[config.mk]
export PLATFORM = sky130hd
export DESIGN_NAME = speech_response_frame_parser_unit_flat
export DESIGN_NICKNAME = d
export VERILOG_FILES = /design/src/srfp_pkg.sv /design/src/srfp_in_if.sv /design/src/srfp_out_if.sv /design/src/srfp_parse.sv /design/src/srfp_totals.sv /design/src/speech_response_frame_parser_unit.sv /design/src/flat_wrapper.sv
export SDC_FILE = /design/constraint.sdc
export NUM_CORES = 1
export LEC_CHECK = 0
export BUFFER_PORTS_ARGS = -buffer_cell sky130_fd_sc_hd__buf_2
export CAP_MARGIN = 20
export CORE_MARGIN = 4
export CORE_UTILIZATION = 46
export DETAILED_ROUTE_END_ITERATION = 10
export GPL_TIMING_DRIVEN = 0
export PLACE_DENSITY = 0.66
export SYNTH_ARGS = -nofsm -noshare
export SYNTH_HDL_FRONTEND = slang
export SYNTH_SLANG_ARGS = --single-unit
[constraint.sdc]
create_clock -name clk -period 18.8 [get_ports clk]
set_input_delay 1.88 -clock clk [delete_from_list [all_inputs] [get_ports clk]]
set_output_delay 1.88 -clock clk [all_outputs]
set_load 0.05 [all_outputs]
[src/srfp_pkg.sv]
// Shared types and constants of the speech response frame parser.
`default_nettype none
package srfp_pkg;

	// Message type nibble values.
	localparam logic [3:0] MSG_FULL  = 4'h9;
	localparam logic [3:0] MSG_AUDIO = 4'hB;
	localparam logic [3:0] MSG_ERROR = 4'hF;

	// Flags nibble value that announces an event field.
	localparam logic [3:0] FLAGS_EVENT = 4'h4;

	// Compression nibble value for gzip payloads.
	localparam logic [3:0] COMP_GZIP = 4'h1;

	// Event numbers with a special meaning.
	localparam logic [31:0] EV_CONN_OPEN  = 32'd50;
	localparam logic [31:0] EV_CONN_FAIL  = 32'd51;
	localparam logic [31:0] EV_CONN_CLOSE = 32'd52;
	localparam logic [31:0] EV_SESS_DONE  = 32'd152;
	localparam logic [31:0] EV_SESS_FAIL  = 32'd153;

	// Frame status codes reported on the frame-end beat.
	typedef enum logic [3:0] {
		ST_OK           = 4'd0,
		ST_SHORT        = 4'd1,
		ST_HDR_SIZE     = 4'd2,
		ST_SEQ          = 4'd3,
		ST_ERR_CODE     = 4'd4,
		ST_EVENT        = 4'd5,
		ST_SESSION_ID   = 4'd6,
		ST_CONNECT_ID   = 4'd7,
		ST_PAYLOAD_SIZE = 4'd8,
		ST_SERVER_ERR   = 4'd9
	} stat_t;

	// One result beat.
	typedef struct packed {
		logic               payload_valid;
		logic [7:0]         payload_byte;
		logic               status_valid;
		stat_t              status;
		logic [3:0]         message_kind;
		logic [3:0]         flag_bits;
		logic               is_compressed;
		logic signed [31:0] event_code;
		logic signed [31:0] sequence_value;
		logic [31:0]        server_error_code;
		logic               final_seen;
		logic [31:0]        audio_total;
	} res_t;

	// Frame completion request from the parser to the running totals.
	typedef struct packed {
		logic        add_audio;
		logic [31:0] audio_amount;
		logic        set_final;
	} frame_done_t;

endpackage
`default_nettype wire

[src/srfp_in_if.sv]
// Input channel of the frame parser: one raw frame byte per beat.
`default_nettype none
interface srfp_in_if;
	logic       valid;
	logic       ready;
	logic [7:0] frame_byte;
	logic       frame_end;
	logic       clear_totals;

	modport source(output valid, frame_byte, frame_end, clear_totals, input ready);
	modport sink(input valid, frame_byte, frame_end, clear_totals, output ready);
endinterface
`default_nettype wire

[src/srfp_out_if.sv]
// Result channel of the frame parser: payload bytes and frame status.
`default_nettype none
interface srfp_out_if;
	logic               valid;
	logic               ready;
	logic               payload_valid;
	logic [7:0]         payload_byte;
	logic               status_valid;
	logic [3:0]         status;
	logic [3:0]         message_kind;
	logic [3:0]         flag_bits;
	logic               is_compressed;
	logic signed [31:0] event_code;
	logic signed [31:0] sequence_value;
	logic [31:0]        server_error_code;
	logic               final_seen;
	logic [31:0]        audio_total;

	modport source(output valid, payload_valid, payload_byte, status_valid, status,
		message_kind, flag_bits, is_compressed, event_code, sequence_value,
		server_error_code, final_seen, audio_total, input ready);
	modport sink(input valid, payload_valid, payload_byte, status_valid, status,
		message_kind, flag_bits, is_compressed, event_code, sequence_value,
		server_error_code, final_seen, audio_total, output ready);
endinterface
`default_nettype wire

[src/srfp_parse.sv]
// Per-frame field parser: header, optional words, ID and payload tracking.
`default_nettype none
module srfp_parse
	import srfp_pkg::*;
(
	input  wire logic        clk,
	input  wire logic        arst_n,
	input  wire logic        step,
	input  wire logic [7:0]  frame_byte,
	input  wire logic        frame_end,
	output logic             has_result,
	output res_t             res,
	output frame_done_t      done
);

	typedef enum logic [3:0] {
		PH_HDR, PH_SEQ, PH_ERRC, PH_EVT, PH_IDLEN, PH_IDBODY, PH_PLEN, PH_DATA,
		PH_TAIL, PH_FAIL
	} phase_t;

	phase_t      phase_q, phase_n;
	logic [31:0] fc_q, fc_n;
	logic [5:0]  idx_q, idx_n;
	logic [31:0] shift_q, shift_n;
	logic [3:0]  hsize_q, hsize_n;
	logic [3:0]  type_q, type_n;
	logic [3:0]  flags_q, flags_n;
	logic        gzip_q, gzip_n;
	logic [31:0] event_q, event_n;
	logic [31:0] seq_q, seq_n;
	logic [31:0] errc_q, errc_n;
	logic [31:0] faud_q, faud_n;

	logic        word_last;
	logic [5:0]  word_idx;
	logic [5:0]  hdr_idx;
	logic [5:0]  hdr_len;
	logic [31:0] fc_dec;
	logic        has_seq;
	logic        conn_event;
	phase_t      after_errc;
	phase_t      after_seq;
	phase_t      after_hdr;
	stat_t       st;
	logic        pv;

	always_comb begin
		phase_n = phase_q;
		fc_n    = fc_q;
		idx_n   = idx_q;
		hsize_n = hsize_q;
		type_n  = type_q;
		flags_n = flags_q;
		gzip_n  = gzip_q;
		event_n = event_q;
		seq_n   = seq_q;
		errc_n  = errc_q;
		faud_n  = faud_q;
		shift_n = {shift_q[23:0], frame_byte};

		word_last = (idx_q[1:0] == 2'd3);
		word_idx  = word_last ? 6'd0 : idx_q + 6'd1;
		hdr_idx   = idx_q + 6'd1;
		hdr_len   = {hsize_q, 2'b00};
		fc_dec    = fc_q - 32'd1;

		has_seq    = (flags_q >= 4'd1) && (flags_q <= 4'd3);
		after_errc = (flags_q == FLAGS_EVENT) ? PH_EVT : PH_PLEN;
		after_seq  = (type_q == MSG_ERROR) ? PH_ERRC : after_errc;
		after_hdr  = has_seq ? PH_SEQ : after_seq;

		pv   = 1'b0;
		st   = ST_OK;
		done = '0;

		case (phase_q)
			PH_HDR: begin
				if (idx_q == 6'd0) begin
					hsize_n = frame_byte[3:0];
				end else if (idx_q == 6'd1) begin
					type_n  = frame_byte[7:4];
					flags_n = frame_byte[3:0];
				end else if (idx_q == 6'd2) begin
					gzip_n = (frame_byte[3:0] == COMP_GZIP);
				end
				idx_n = hdr_idx;
				if (hdr_idx >= 6'd4) begin
					if (hdr_len == 6'd0) begin
						phase_n = PH_FAIL;
					end else if (hdr_idx >= hdr_len) begin
						idx_n   = 6'd0;
						phase_n = after_hdr;
					end
				end
			end
			PH_SEQ: begin
				idx_n = word_idx;
				if (word_last) begin
					seq_n   = shift_n;
					phase_n = after_seq;
				end
			end
			PH_ERRC: begin
				idx_n = word_idx;
				if (word_last) begin
					errc_n  = shift_n;
					phase_n = after_errc;
				end
			end
			PH_EVT: begin
				idx_n = word_idx;
				if (word_last) begin
					event_n = shift_n;
					phase_n = PH_IDLEN;
				end
			end
			PH_IDLEN: begin
				idx_n = word_idx;
				if (word_last) begin
					fc_n    = shift_n;
					phase_n = (shift_n == 32'd0) ? PH_PLEN : PH_IDBODY;
				end
			end
			PH_IDBODY: begin
				fc_n = fc_dec;
				if (fc_dec == 32'd0) begin
					phase_n = PH_PLEN;
				end
			end
			PH_PLEN: begin
				idx_n = word_idx;
				if (word_last) begin
					fc_n    = shift_n;
					phase_n = (shift_n == 32'd0) ? PH_TAIL : PH_DATA;
				end
			end
			PH_DATA: begin
				pv     = 1'b1;
				faud_n = faud_q + 32'd1;
				fc_n   = fc_dec;
				if (fc_dec == 32'd0) begin
					phase_n = PH_TAIL;
				end
			end
			default: begin
			end
		endcase

		conn_event = (event_n == EV_CONN_OPEN) || (event_n == EV_CONN_FAIL) ||
			(event_n == EV_CONN_CLOSE);

		if (frame_end) begin
			case (phase_n)
				PH_HDR:    st = (idx_n < 6'd4) ? ST_SHORT : ST_HDR_SIZE;
				PH_SEQ:    st = ST_SEQ;
				PH_ERRC:   st = ST_ERR_CODE;
				PH_EVT:    st = ST_EVENT;
				PH_IDLEN,
				PH_IDBODY: st = conn_event ? ST_CONNECT_ID : ST_SESSION_ID;
				PH_PLEN,
				PH_DATA:   st = ST_PAYLOAD_SIZE;
				PH_TAIL: begin
					if (type_n == MSG_AUDIO) begin
						done.add_audio    = 1'b1;
						done.audio_amount = faud_n;
						done.set_final    = (flags_n == 4'd2) || (flags_n == 4'd3) ||
							(has_seq && seq_n[31]);
					end else if ((type_n == MSG_ERROR) || (event_n == EV_CONN_FAIL) ||
						(event_n == EV_SESS_FAIL)) begin
						done.set_final = 1'b1;
						st             = ST_SERVER_ERR;
					end else if ((type_n == MSG_FULL) && (event_n == EV_SESS_DONE)) begin
						done.set_final = 1'b1;
					end
				end
				default:   st = ST_HDR_SIZE;
			endcase
		end

		res               = '0;
		res.payload_valid = pv;
		res.payload_byte  = pv ? frame_byte : 8'd0;
		if (frame_end) begin
			res.status_valid      = 1'b1;
			res.status            = st;
			res.message_kind      = type_n;
			res.flag_bits         = flags_n;
			res.is_compressed     = gzip_n;
			res.event_code        = event_n;
			res.sequence_value    = seq_n;
			res.server_error_code = errc_n;

			// Every frame starts again from a clean header state.
			phase_n = PH_HDR;
			fc_n    = '0;
			idx_n   = '0;
			hsize_n = '0;
			type_n  = '0;
			flags_n = '0;
			gzip_n  = 1'b0;
			event_n = '0;
			seq_n   = '0;
			errc_n  = '0;
			faud_n  = '0;
		end
		has_result = pv || frame_end;
	end

	always_ff @(posedge clk or negedge arst_n) begin
		if (!arst_n) begin
			phase_q <= PH_HDR;
			fc_q    <= '0;
			idx_q   <= '0;
			shift_q <= '0;
			hsize_q <= '0;
			type_q  <= '0;
			flags_q <= '0;
			gzip_q  <= 1'b0;
			event_q <= '0;
			seq_q   <= '0;
			errc_q  <= '0;
			faud_q  <= '0;
		end else if (step) begin
			phase_q <= phase_n;
			fc_q    <= fc_n;
			idx_q   <= idx_n;
			shift_q <= shift_n;
			hsize_q <= hsize_n;
			type_q  <= type_n;
			flags_q <= flags_n;
			gzip_q  <= gzip_n;
			event_q <= event_n;
			seq_q   <= seq_n;
			errc_q  <= errc_n;
			faud_q  <= faud_n;
		end
	end

endmodule
`default_nettype wire

[src/srfp_totals.sv]
// Running audio byte total and final-response mark across frames.
`default_nettype none
module srfp_totals
	import srfp_pkg::*;
(
	input  wire logic        clk,
	input  wire logic        arst_n,
	input  wire logic        step,
	input  wire logic        clear,
	input  wire frame_done_t done,
	output logic [31:0]      total_next,
	output logic             final_next
);

	logic [31:0] total_q;
	logic        final_q;
	logic [31:0] base_total;
	logic [32:0] sum;

	always_comb begin
		base_total = clear ? 32'd0 : total_q;
		sum        = {1'b0, base_total} + {1'b0, done.audio_amount};
		if (done.add_audio) begin
			total_next = sum[32] ? 32'hFFFF_FFFF : sum[31:0];
		end else begin
			total_next = base_total;
		end
		final_next = (final_q && !clear) || done.set_final;
	end

	always_ff @(posedge clk or negedge arst_n) begin
		if (!arst_n) begin
			total_q <= '0;
			final_q <= 1'b0;
		end else if (step) begin
			total_q <= total_next;
			final_q <= final_next;
		end
	end

endmodule
`default_nettype wire

[src/speech_response_frame_parser_unit.sv]
// Top level of the speech response frame parser.
//
// The frame channel carries one raw byte of a response frame per beat, with
// frame_end marking the last byte and clear_totals starting a new request.
// The result channel carries at most one beat per input beat: a payload byte
// while the frame body streams through, and a status beat on the frame-end
// byte. Header, sequence, error code, event and ID bytes produce no beat.
// An accepted byte is held in the input register, then the parser's single
// pass writes the result register. Unless the receiver stalls, the block
// takes a new byte every cycle; the parser state advances once per byte.
// Payload bytes leave before the frame is validated, so a consumer drops
// them when the closing status is not ok.
// While the receiver stalls, the result register holds its beat and the
// input register keeps accepting bytes that produce no result; a byte that
// would produce one waits in the input register and blocks the next byte.
// Reset clears all frame state, the audio total and the final mark; the
// block is ready for the first byte right after reset is released.
`default_nettype none
module speech_response_frame_parser_unit
	import srfp_pkg::*;
(
	input  wire logic   clk,
	input  wire logic   arst_n,
	srfp_in_if.sink     frame,
	srfp_out_if.source  result
);

	// Input register stage.
	logic        valid_s1;
	logic [7:0]  byte_s1;
	logic        end_s1;
	logic        clear_s1;

	// Result register stage.
	logic        valid_s2;
	res_t        res_s2;

	logic        has_result;
	res_t        res_comb;
	res_t        res_load;
	frame_done_t done;
	logic [31:0] total_next;
	logic        final_next;
	logic        out_free;
	logic        fire;
	logic        accept;

	// The result register may be loaded when it is empty or being drained.
	assign out_free    = !valid_s2 || result.ready;
	// A byte without a result never waits on the receiver.
	assign fire        = valid_s1 && (out_free || !has_result);
	assign frame.ready = !valid_s1 || fire;
	assign accept      = frame.valid && frame.ready;

	always_ff @(posedge clk or negedge arst_n) begin
		if (!arst_n) begin
			valid_s1 <= 1'b0;
		end else if (accept) begin
			valid_s1 <= 1'b1;
		end else if (fire) begin
			valid_s1 <= 1'b0;
		end
	end

	always_ff @(posedge clk) begin
		if (accept) begin
			byte_s1  <= frame.frame_byte;
			end_s1   <= frame.frame_end;
			clear_s1 <= frame.clear_totals;
		end
	end

	srfp_parse u_parse (
		.clk        (clk),
		.arst_n     (arst_n),
		.step       (fire),
		.frame_byte (byte_s1),
		.frame_end  (end_s1),
		.has_result (has_result),
		.res        (res_comb),
		.done       (done)
	);

	srfp_totals u_totals (
		.clk        (clk),
		.arst_n     (arst_n),
		.step       (fire),
		.clear      (clear_s1),
		.done       (done),
		.total_next (total_next),
		.final_next (final_next)
	);

	// The running totals only appear on status beats.
	always_comb begin
		res_load             = res_comb;
		res_load.final_seen  = end_s1 ? final_next : 1'b0;
		res_load.audio_total = end_s1 ? total_next : 32'd0;
	end

	always_ff @(posedge clk or negedge arst_n) begin
		if (!arst_n) begin
			valid_s2 <= 1'b0;
		end else if (out_free) begin
			valid_s2 <= fire && has_result;
		end
	end

	always_ff @(posedge clk) begin
		if (out_free && fire && has_result) begin
			res_s2 <= res_load;
		end
	end

	assign result.valid             = valid_s2;
	assign result.payload_valid     = res_s2.payload_valid;
	assign result.payload_byte      = res_s2.payload_byte;
	assign result.status_valid      = res_s2.status_valid;
	assign result.status            = res_s2.status;
	assign result.message_kind      = res_s2.message_kind;
	assign result.flag_bits         = res_s2.flag_bits;
	assign result.is_compressed     = res_s2.is_compressed;
	assign result.event_code        = res_s2.event_code;
	assign result.sequence_value    = res_s2.sequence_value;
	assign result.server_error_code = res_s2.server_error_code;
	assign result.final_seen        = res_s2.final_seen;
	assign result.audio_total       = res_s2.audio_total;

endmodule
`default_nettype wire

[src/flat_wrapper.sv]
// flat-port wrapper written by rule: the top's interface ports become plain ports
module speech_response_frame_parser_unit_flat import srfp_pkg::*;
  (clk, arst_n, frame_valid, frame_frame_byte, frame_frame_end, frame_clear_totals, frame_ready, result_valid, result_payload_valid, result_payload_byte, result_status_valid, result_status, result_message_kind, result_flag_bits, result_is_compressed, result_event_code, result_sequence_value, result_server_error_code, result_final_seen, result_audio_total, result_ready);
  srfp_in_if frame_i ();
  srfp_out_if result_i ();
  input  wire logic clk;
  input  wire logic arst_n;
  input wire logic [$bits(frame_i.valid)-1:0] frame_valid;
  input wire logic [$bits(frame_i.frame_byte)-1:0] frame_frame_byte;
  input wire logic [$bits(frame_i.frame_end)-1:0] frame_frame_end;
  input wire logic [$bits(frame_i.clear_totals)-1:0] frame_clear_totals;
  output wire logic [$bits(frame_i.ready)-1:0] frame_ready;
  output wire logic [$bits(result_i.valid)-1:0] result_valid;
  output wire logic [$bits(result_i.payload_valid)-1:0] result_payload_valid;
  output wire logic [$bits(result_i.payload_byte)-1:0] result_payload_byte;
  output wire logic [$bits(result_i.status_valid)-1:0] result_status_valid;
  output wire logic [$bits(result_i.status)-1:0] result_status;
  output wire logic [$bits(result_i.message_kind)-1:0] result_message_kind;
  output wire logic [$bits(result_i.flag_bits)-1:0] result_flag_bits;
  output wire logic [$bits(result_i.is_compressed)-1:0] result_is_compressed;
  output wire logic [$bits(result_i.event_code)-1:0] result_event_code;
  output wire logic [$bits(result_i.sequence_value)-1:0] result_sequence_value;
  output wire logic [$bits(result_i.server_error_code)-1:0] result_server_error_code;
  output wire logic [$bits(result_i.final_seen)-1:0] result_final_seen;
  output wire logic [$bits(result_i.audio_total)-1:0] result_audio_total;
  input wire logic [$bits(result_i.ready)-1:0] result_ready;
  assign frame_i.valid = frame_valid;
  assign frame_i.frame_byte = frame_frame_byte;
  assign frame_i.frame_end = frame_frame_end;
  assign frame_i.clear_totals = frame_clear_totals;
  assign frame_ready = frame_i.ready;
  assign result_valid = result_i.valid;
  assign result_payload_valid = result_i.payload_valid;
  assign result_payload_byte = result_i.payload_byte;
  assign result_status_valid = result_i.status_valid;
  assign result_status = result_i.status;
  assign result_message_kind = result_i.message_kind;
  assign result_flag_bits = result_i.flag_bits;
  assign result_is_compressed = result_i.is_compressed;
  assign result_event_code = result_i.event_code;
  assign result_sequence_value = result_i.sequence_value;
  assign result_server_error_code = result_i.server_error_code;
  assign result_final_seen = result_i.final_seen;
  assign result_audio_total = result_i.audio_total;
  assign result_i.ready = result_ready;
  speech_response_frame_parser_unit u_core (.clk(clk), .arst_n(arst_n), .frame(frame_i), .result(result_i));
endmodule
==> key figures, run 1 <==
Synthesis
  – Mapped Avg Cell Area: between 9 and 10 sq um
  – Ys Warns: 0
  – Top post-synthesis cells by count: nand2_1, dfrtp_1, nor2_1, a21oi_1, o21ai_0
  – Yosys top cell area share: about 28%
  – Area leader, netlist: dfrtp_1
  – Largest cells by area after synthesis: dfrtp_1, edfxtp_1, nand2_1
  – Count of cell types in the netlist: 80
  – Seq/Total Area, Yosys: about 51%
  – Syn nets: about 2400
  – Top FF cell, synth: dfrtp_1
  – Top-count cell post-synth: nand2_1
  – Register bit count reported by yosys: between 400 and 500
  – Mapped Cells: 2328
  – Synthesized cell area: approximately 22000 sq um
  – EDFF count, synth: 162
  – Fraction of registers with async set/reset: 59.9%

Critical path
  – Crit Path Category: reg2reg
  – Worst EP required: between 15000 and 20000 ps
  – Max FO, Critical Path: 10
  – Reg-to-Reg End: u_core.result.audio_total[28]$_SDFFCE_PN0P_
  – Data arrival, critical path: approximately 9100 ps
  – Worst flop-to-flop path startpoint: u_core.u_parse.fc_q[9]$_DFFE_PN0P_
  – Worst Reg2Reg Path Length in Cells: 25
  – CP endpoint kind: flop
  – R2R Setup Slk: a little over 10000 ps
  – Startpoint types: flop

Placement
  – Placed instance count: ~3100
  – Pre-CTS setup slack: between 10000 and 15000 ps
  – IO buf count: ~170
  – GP Congestion: ~0.92
  – Post-DP HPWL: about 47 mm

Timing
  – RSZ-0062 raised after global routing: false
  – Clock skew: around 24 ps
  – Max-slew headroom: between 30 and 40%
  – Worst setup margin: between 10000 and 15000 ps
  – Final hold violation count: 0
  – Achievable Freq: ~0.11 GHz
  – TNS Setup: 0 ps
  – Worst Tran Pin Value: 1020 ps
  – Final Critical Period: between 8000 and 9000 ps
  – Final worst path period share: 46.4%
  – Setup Viol. Count Final: 0
  – Max-slew violations: 0

CTS
  – CTS buffer count: 44
  – CTS tree: yes
  – Clock transition at path regs: approximately 60 ps
  – H-tree Lvls: 2
  – Clk buf depth: 3
  – Clock Sink Count: just over 400
  – Postcts setup bufs: 0
  – Skew-Pair Late Insertion Delay: ~600 ps
  – CTS root buffer: clkbuf_16
  – # hold bufs at CTS: 0
  – Cts repair resizes: 0

GRT
  – First-pass GRT wire length: 102 mm
  – Initial antenna violation count: 0
  – Total GRT Usage: around a quarter
  – Vias in the first global route: ~18000
  – Grt ovf: 0
  – Largest net degree at the start of global routing: around 120

Power
  – Register share of total power: 41.5%
  – Combinational Power Share: a little over a fifth
  – Int Pwr: approximately 1.6 mW
  – Sw power: approximately 0.77 mW
  – Total Power: 2.40 mW
  – Leak pwr: just over 10 nW
  – Clock share of power: 37.3%
  – Pwr dens: between 90 and 100 nW/um^2
  – Worst vdd ir: 0.0861 mV
  – Switching share of power: between 30% and 40%

Drt
  – Initial detailed-routing violation count: 1524
  – Vias per cell: 5.83
  – Routed via count: approximately 19000
  – 1st-pass router iterations: 5
  – Number of routed nets with antenna violations: 0
  – Post-Route WL: 65.4 mm
  – DR DRC count: 0
  – Wire length per cell: approximately 21 um

Min path
  – Hold Path Class: reg2reg
  – Min-Delay Startpoint: u_core.end_s1$_DFFE_PP_
  – Hold Crit Depth: 0
  – End of the worst hold path: u_core.result.status_valid$_DFFE_PP_

Finish
  – Final #Nets: between 2000 and 3000
  – Area delta synth->final: 14.9%
  – Multi-input logic area: between 9000 and 10000 sq um
  – Reg area: roughly 11000 sq um
  – Final core utilization: between 50% and 60%
  – Fill cells: 4200
  – Antenna Cells: 0
  – Fin cells: about 3200
  – Layout cells sized above 1: around 11%

Floorplan
  – Chip Height: about 220 um
  – Core box area: approximately 46000 sq um
  – Row count: 79
  – Initial core utilization: between 40% and 50%
  – I/O Pins: around 170
  – Die area: between 50000 and 60000 sq um
  – Die X: around 220 um

Run
  – Maximum capacitance violations: 0

Status
  – Status: finished, final reports clean
[layout by cell type, fill, tap and decap left out, types with 31 or more instances in the layout]
cell type and n:
edfxtp_1 162, xor2_1 36, a22o_1 74, nand3_1 33, clkbuf_1 167, nor2b_1 44, xnor2_1 34, nor2_1 205
nand2_1 465, dfrtp_1 242, a21oi_1 184, mux2i_1 90, o21ai_0 167, ha_1 45, buf_2 172, nor4_1 31
clkbuf_16 44, nor3_1 66
[stage by stage]
step	hold WS [ps]	area, sq um
3_3_place_gp	433	23200
3_5_place_dp	438	23400
6_report	452	24800
4_1_cts	454	24800
5_1_grt	484	24800
2_1_floorplan	424	21600
[worst max path at each step]
stage                                       startpoint                                           to  slack (ps)  cells past startpoint
detailed placement  u_core.u_parse.fc_q[0]$_DFFE_PN0P_  u_core.result.audio_total[27]$_SDFFCE_PN0P_       10290                     27
global placement                          result_ready    u_core.result.is_compressed$_SDFFCE_PN0P_        7130                      3
CTS                 u_core.u_parse.fc_q[1]$_DFFE_PN0P_  u_core.result.audio_total[27]$_SDFFCE_PN0P_       10250                     27
global route        u_core.u_parse.fc_q[9]$_DFFE_PN0P_  u_core.result.audio_total[27]$_SDFFCE_PN0P_        9590                     25
finish              u_core.u_parse.fc_q[9]$_DFFE_PN0P_  u_core.result.audio_total[28]$_SDFFCE_PN0P_       10070                     25
floorplan                                 result_ready   u_core.result.audio_total[0]$_SDFFCE_PN0P_        9400                      2
[logic make-up after synthesis]
| kind of cell | count (synthesis) | synth area share [%] |
|---|---|---|
| simple gates | 964 | 20.1 |
| compound gates | 541 | 15.4 |
| flops | 404 | 50.5 |
| buf+inv | 209 | 4.05 |
| mux | 94 | 4.38 |
| xor+xnor | 70 | 2.84 |
| fa+ha+maj | 46 | 2.70 |
[area by class of cell]
cell class | count | area share [%]
multi-input cells | 1715 | 39.6
clock inverters | 21 | 1.15
repair buffers | 173 | 3.95
clock buffers | 61 | 4.81
plain buffers | 179 | 3.07
well taps | 607 | 3.06
inverters | 30 | 0.453
flip-flops and latches | 404 | 43.9
[registers in the layout (all words and copies together), names as in the netlist, 4 cells and up]
| register | flops |
|---|---|
| u_core.u_parse.type_q | 4 |
| u_core.byte_s1 | 8 |
| u_core.u_parse.flags_q | 4 |
| u_core.result.sequence_value | 32 |
| u_core.u_parse.event_q | 32 |
| u_core.u_parse.idx_q | 6 |
| u_core.result.event_code | 32 |
| u_core.u_totals.total_q | 32 |
| u_core.result.server_error_code | 32 |
| u_core.result.message_kind | 4 |
| u_core.result.audio_total | 32 |
| u_core.u_parse.faud_q | 32 |
| u_core.u_parse.fc_q | 32 |
| u_core.result.status | 4 |
| u_core.result.flag_bits | 4 |
| u_core.result.payload_byte | 8 |
| u_core.u_parse.errc_q | 32 |
| u_core.u_parse.shift_q | 24 |
| u_core.u_parse.seq_q | 32 |
| u_core.u_parse.phase_q | 4 |
| u_core.u_parse.hsize_q | 4 |
[power by group through the flow]
stage          clock network, mW  registers (mW)  logic, mW
2_1_floorplan                  0            1.07      0.285
3_3_place_gp                   0            1.02      0.490
3_5_place_dp                   0            1.01      0.499
4_1_cts                    0.908           0.997      0.501
5_1_grt                    0.946            1.00      0.550
6_report                   0.895           0.998      0.509
[metal layers]
metal	track usage [%]	share of wire, %	vias up
met5	0	0	-
met4	8.20	3.1	0
met3	3.63	5.9	111
met2	42.2	49	678
met1	34.2	42	9136
li1	-	-	8668
[critical path, stage by stage, from the launching register on]
cell	delay, ps
dfrtp_1	360
clkbuf_1	220
nor4_2	640
nand4_1	470
nor4_2	670
xor2_1	180
nor4_1	490
nand4_4	240
and2_4	220
a2111oi_4	570
nand3_1	130
buf_2	260
buf_2	230
nor2_1	170
ha_1	230
fa_1	250
a211oi_1	110
o21ai_0	490
o2111a_1	290
o211ai_1	150
a21boi_0	390
a221oi_1	220
o21ai_1	560
clkbuf_1	550
nor2_1	140
mux2i_1	290
No activity file was read; power rests on OpenSTA's default activity.
==> run 2: changes to the inputs <==
--- a/config.mk
+++ b/config.mk
@@ -11,7 +11,7 @@
 export CORE_UTILIZATION = 46
 export DETAILED_ROUTE_END_ITERATION = 10
 export GPL_TIMING_DRIVEN = 0
-export PLACE_DENSITY = 0.66
+export PLACE_DENSITY = 0.68
 export SYNTH_ARGS = -nofsm -noshare
 export SYNTH_HDL_FRONTEND = slang
 export SYNTH_SLANG_ARGS = --single-unit
==> constraint.sdc (replaced) <==
create_clock -name clk -period 7.7 [get_ports clk]
set_input_delay 0.77 -clock clk [delete_from_list [all_inputs] [get_ports clk]]
set_output_delay 0.77 -clock clk [all_outputs]
set_load 0.05 [all_outputs]
==> key figures, run 2 (synthesis gave the netlist of run 1 again) <==
Status
  – Status: finished, final reports clean

Drt
  – Routed via count: between 15000 and 20000
  – DR DRC count: 0
  – Vias per cell: 5.84
  – Wire length per cell: a little over 20 um
  – Number of routed nets with antenna violations: 0
  – Initial detailed-routing violation count: between 1500 and 2000
  – Post-Route WL: between 60 and 70 mm
  – 1st-pass router iterations: 6

Timing
  – Clock skew: between 20 and 25 ps
  – Final worst path period share: between 90 and 100%
  – Setup Viol. Count Final: 0
  – Final hold slack: ~140 ps
  – Achievable Freq: between 0.1 and 0.15 GHz
  – Max-slew violations: 0
  – RSZ-0062 raised after global routing: false
  – Worst Tran Pin Value: between 900 and 1000 ps
  – Final Critical Period: ~7400 ps
  – Max-slew headroom: 36.8%
  – TNS Setup: 0 ps
  – Final hold violation count: 0

Finish
  – Area delta synth->final: 15.9%
  – Layout cells sized above 1: around 12%
  – Commonest non-fill, non-tap cell in the layout: nand2_1
  – Most frequent cells in the layout: nand2_1, dfrtp_1, nor2_1
  – Final #Nets: about 2600
  – Antenna Cells: 0

Critical path
  – Crit Path Category: reg2reg
  – Startpoint types: flop
  – Critical path's slowest cell: or4_4
  – Max FO, Critical Path: 10
  – CP endpoint kind: flop
  – Critical Path Most Common Cell: buf_4
  – Data arrival, critical path: approximately 7700 ps
  – Crit path largest cell delay: around 550 ps
  – Worst EP required: between 8000 and 9000 ps

Floorplan
  – Row count: 79
  – Die X: about 220 um
  – Chip Height: ~220 um
  – Initial core utilization: ~47%
  – Core box area: around 46000 sq um
  – I/O Pins: 168
  – Die area: 50500 sq um

Placement
  – GP Congestion: ~0.93
  – IO buf count: 167
  – Post-DP HPWL: between 40 and 50 mm

CTS
  – CTS root buffer: clkbuf_16
  – Clock transition at path regs: roughly 60 ps
  – # hold bufs at CTS: 0
  – Skew-Pair Late Insertion Delay: 580 ps
  – H-tree Lvls: 2
  – CTS tree: yes
  – CTS buffer count: 44
  – Clk buf depth: 3
  – Clock Sink Count: approximately 400

GRT
  – Grt ovf: 0
  – First-pass GRT wire length: about 100 mm
  – Total GRT Usage: between 20% and 30%
  – Vias in the first global route: 18226
  – Initial antenna violation count: 0
  – Largest net degree at the start of global routing: 100

Min path
  – Hold Path Class: in2async

Power
  – Worst vdd ir: roughly 0.18 mV
  – Leak pwr: 10.4 nW
  – Pwr dens: 236 nW/um^2

Run
  – Maximum capacitance violations: 0
==> run 2: changes by cell type in the layout (fill, tap and decap cells not counted), moves of 2 or more <==
cell,change
clkinvlp_4,+8
a211oi_1,-3
o21ai_1,-2
clkbuf_1,-12
clkinv_1,+2
o21ai_2,+3
clkinv_8,+2
a211oi_2,+2
buf_4,+10
nor4_4,+2
==> run 2: final cells by class <==
cell class,count,area [sq um]
sequential,404,10900
inverter,30,113
timing repair buffer,181,1040
multi-input combinational,1715,9940
fill,4198,21400
buffer,178,767
clock buffer,53,1160
clock inverter,29,343
tap,607,759
==> run 2: worst max-delay path, delay by kind of cell, from the launching register on <==
kind            cells  cell delay, ps
buf+inv             6            1120
mux                 1              70
compound gates     12            2770
flops               1             480
fa+ha+maj           3             830
simple gates        6            1830
==> run 2: metal layers <==
layer / part of all wire, % / GRT usage, % / up-vias
met2: 49 / 42.6 / 725
met1: 41 / 33.5 / 9110
met4: 4.1 / 10.4 / 0
met3: 6.0 / 3.62 / 151
met5: 0 / 0 / -
li1: - / - / 8677
==> run 2: worst paths after layout <==
check	startpoint	endpoint	slack (ps)	depth (start not counted)
max	u_core.u_parse.fc_q[0]$_DFFE_PN0P_	u_core.result.audio_total[16]$_SDFFCE_PN0P_	310	28
min	arst_n	u_core.u_parse.fc_q[22]$_DFFE_PN0P_	140	1
max reg2reg	u_core.u_parse.fc_q[0]$_DFFE_PN0P_	u_core.result.audio_total[16]$_SDFFCE_PN0P_	310	28
min reg2reg	u_core.end_s1$_DFFE_PP_	u_core.result.status_valid$_DFFE_PP_	460	0
max in group asynchronous	arst_n	u_core.u_parse.seq_q[1]$_DFFE_PN0P_	6620	2
min in group clk	frame_frame_byte[0]	u_core.byte_s1[0]$_DFFE_PP_	380	1
==> run 2: report_power, final <==
part / leakage (nW) / internal (mW) / total [mW] / switching (mW)
Clock: 0.713 / 1.29 / 2.20 / 0.913
Combinational: 4.85 / 0.360 / 1.27 / 0.907
Sequential: 4.87 / 2.36 / 2.44 / 0.0733
Total: 10.4 / 4.02 / 5.91 / 1.89
==> run 2: what timing repair did <==
| item | in CTS | in global routing |
|---|---|---|
| endpoints found under the setup margin | 64 | 62 |
| pin swaps | 2 | 7 |
| gates resized for setup | 12 | 19 |
| buffers inserted | 3 | 5 |
==> run 2: through the flow <==
| step | total power, mW | util [%] | std cells | cell area (sq um) | worst slack, ps |
|---|---|---|---|---|---|
| 5_1_grt | 6.14 | 53.9 | 3197 | 25000 | 28.1 |
| 4_1_cts | 5.89 | 53.7 | 3193 | 24900 | 56.5 |
| 2_1_floorplan | 3.31 | - | 2328 | 21600 | 1130 |
| 6_report | 5.91 | 53.9 | 3197 | 25000 | 312 |
| 3_3_place_gp | 3.66 | 50.0 | 3102 | 23200 | -661 |
| 3_5_place_dp | 3.68 | 50.3 | 3108 | 23400 | -765 |
==> run 3: changes to the inputs <==
--- a/config.mk
+++ b/config.mk
@@ -7,6 +7,7 @@
 export LEC_CHECK = 0
 export BUFFER_PORTS_ARGS = -buffer_cell sky130_fd_sc_hd__buf_2
 export CAP_MARGIN = 20
+export CORE_ASPECT_RATIO = 1.1
 export CORE_MARGIN = 4
 export CORE_UTILIZATION = 46
 export DETAILED_ROUTE_END_ITERATION = 10
==> constraint.sdc (replaced) <==
create_clock -name clk -period 7.7 [get_ports clk]
set_input_delay 0.385 -clock clk [delete_from_list [all_inputs] [get_ports clk]]
set_output_delay 0.385 -clock clk [all_outputs]
set_load 0.05 [all_outputs]
==> key figures, run 3 (synthesis gave the netlist of run 1 again) <==
Timing
  – Setup Viol. Count Final: 0
  – Worst Tran Pin Value: 958 ps
  – Final hold violation count: 0
  – Max-slew headroom: between 30% and 40%
  – TNS Setup: 0 ps
  – Final Critical Period: about 7400 ps
  – Worst setup margin: 303 ps
  – Max-slew violations: 0
  – Final worst path period share: 96.1%
  – Achievable Freq: 0.135 GHz
  – Final hold slack: approximately 25 ps
  – Clock skew: 20.2 ps

Finish
  – Fill cells: roughly 4200
  – Multi-input logic area: 9920 sq um
  – Final Instance Area: ~25000 sq um
  – Reg area: roughly 11000 sq um
  – Antenna Cells: 0
  – Final #Nets: 2624
  – Layout cells sized above 1: approximately 12%
  – Most frequent cells in the layout: nand2_1, dfrtp_1, nor2_1
  – Area delta synth->final: 15.8%
  – Commonest non-fill, non-tap cell in the layout: nand2_1
  – Fin cells: 3192

Placement
  – GP Congestion: slightly above 0.9
  – Placed Area: 23400 sq um
  – Post-DP HPWL: 47.8 mm
  – IO buf count: 167
  – Placed instance count: about 3100
  – Pre-CTS setup slack: -628 ps

Drt
  – 1st-pass router iterations: 6
  – Post-Route WL: 66.1 mm
  – Vias per cell: 5.82
  – DR DRC count: 0
  – Wire length per cell: 20.7 um
  – Initial detailed-routing violation count: about 1500
  – Routed via count: roughly 19000
  – Number of routed nets with antenna violations: 0

Floorplan
  – Core box area: 46600 sq um
  – Row count: between 80 and 90
  – I/O Pins: 168
  – Chip Height: roughly 240 um
  – Initial core utilization: about 46%
  – Die X: between 200 and 250 um
  – Die area: 50500 sq um

GRT
  – Grt ovf: 0
  – Total GRT Usage: 25.5%
  – First-pass GRT wire length: a little over 100 mm
  – Largest net degree at the start of global routing: between 100 and 150
  – Vias in the first global route: between 15000 and 20000
  – Initial antenna violation count: 0

Critical path
  – Data arrival, critical path: just under 8000 ps
  – Worst EP required: ~8000 ps
  – Crit path largest cell delay: about 550 ps
  – Max FO, Critical Path: 10
  – CP endpoint kind: flop
  – Critical path's slowest cell: or4_4
  – Startpoint types: flop
  – Crit Path Category: reg2reg
  – Critical Path Most Common Cell: buf_4

CTS
  – CTS root buffer: clkbuf_16
  – CTS buffer count: 43
  – Skew-Pair Late Insertion Delay: about 580 ps
  – H-tree Lvls: 2
  – Clk buf depth: 3
  – Clock transition at path regs: approximately 60 ps
  – CTS tree: yes
  – Clock Sink Count: a little over 400

Run
  – Maximum capacitance violations: 0

Min path
  – Hold Path Class: in2reg

Status
  – Status: finished, final reports clean

Power
  – Leak pwr: 10.5 nW
  – Pwr dens: ~230 nW/um^2
  – Worst vdd ir: 0.158 mV
==> run 3: cell type report <==
| class | count | area share (%) |
|---|---|---|
| Sequential cell | 404 | 43.6 |
| Clock buffer | 47 | 4.44 |
| Clock inverter | 31 | 1.19 |
| Timing Repair Buffer | 192 | 4.68 |
| Buffer | 178 | 3.06 |
| Multi-Input combinational cell | 1715 | 39.6 |
| Inverter | 30 | 0.450 |
| Tap cell | 595 | 2.97 |
==> run 3: per-stage QoR <==
| stage | utilization (%) | power (mW) |
|---|---|---|
| 2_1_floorplan | - | 3.31 |
| 6_report | 53.7 | 5.80 |
| 3_5_place_dp | 50.1 | 3.69 |
| 4_1_cts | 53.5 | 5.79 |
| 5_1_grt | 53.7 | 6.02 |
| 3_3_place_gp | 49.8 | 3.68 |
==> run 3: path summary, 6_finish.rpt <==
| check | endpoint | startpoint | cells after the start | slack (ps) |
|---|---|---|---|---|
| min | u_core.valid_s1$_DFFE_PN0P_ | frame_valid | 2 | 30 |
| min reg2reg | u_core.u_parse.gzip_q$_DFFE_PN0P_ | u_core.u_parse.gzip_q$_DFFE_PN0P_ | 2 | 480 |
| max | u_core.result.audio_total[24]$_SDFFCE_PN0P_ | u_core.u_parse.fc_q[0]$_DFFE_PN0P_ | 28 | 300 |
| max in group asynchronous | u_core.u_totals.total_q[7]$_DFFE_PN0P_ | arst_n | 4 | 6040 |
| max reg2reg | u_core.result.audio_total[24]$_SDFFCE_PN0P_ | u_core.u_parse.fc_q[0]$_DFFE_PN0P_ | 28 | 300 |
| min in group asynchronous | u_core.u_parse.errc_q[23]$_DFFE_PN0P_ | arst_n | 2 | 250 |
==> run 3: routing by layer <==
| layer | share of wire, % | global-route usage [%] |
|---|---|---|
| met5 | 0 | 0 |
| met3 | 6.0 | 3.83 |
| met2 | 50 | 44.1 |
| met4 | 3.8 | 9.37 |
| met1 | 40 | 32.6 |
==> run 3: worst max-delay path, delay by kind of cell, from the launching register on <==
kind	cells	cell delay (ps)
flops	1	480
fa+ha+maj	3	810
simple gates	8	2170
mux	1	150
buf+inv	6	1110
compound gates	10	2380
==> run 3: repair_timing <==
action | in CTS | in global routing
setup endpoints to repair | 64 | 63
buffers inserted | 1 | 6
resized for setup | 14 | 11
endpoints found under the hold margin | 31 | 0
pin swaps | 1 | 7
hold buffers | 11 | 0
==> run 3: where the power goes <==
| part | leakage (nW) | switching (mW) | internal, mW | total, mW |
|---|---|---|---|---|
| clock network | 0.685 | 0.906 | 1.19 | 2.10 |
| registers | 4.87 | 0.0774 | 2.36 | 2.44 |
| logic | 4.90 | 0.906 | 0.363 | 1.27 |
| total | 10.5 | 1.89 | 3.91 | 5.80 |
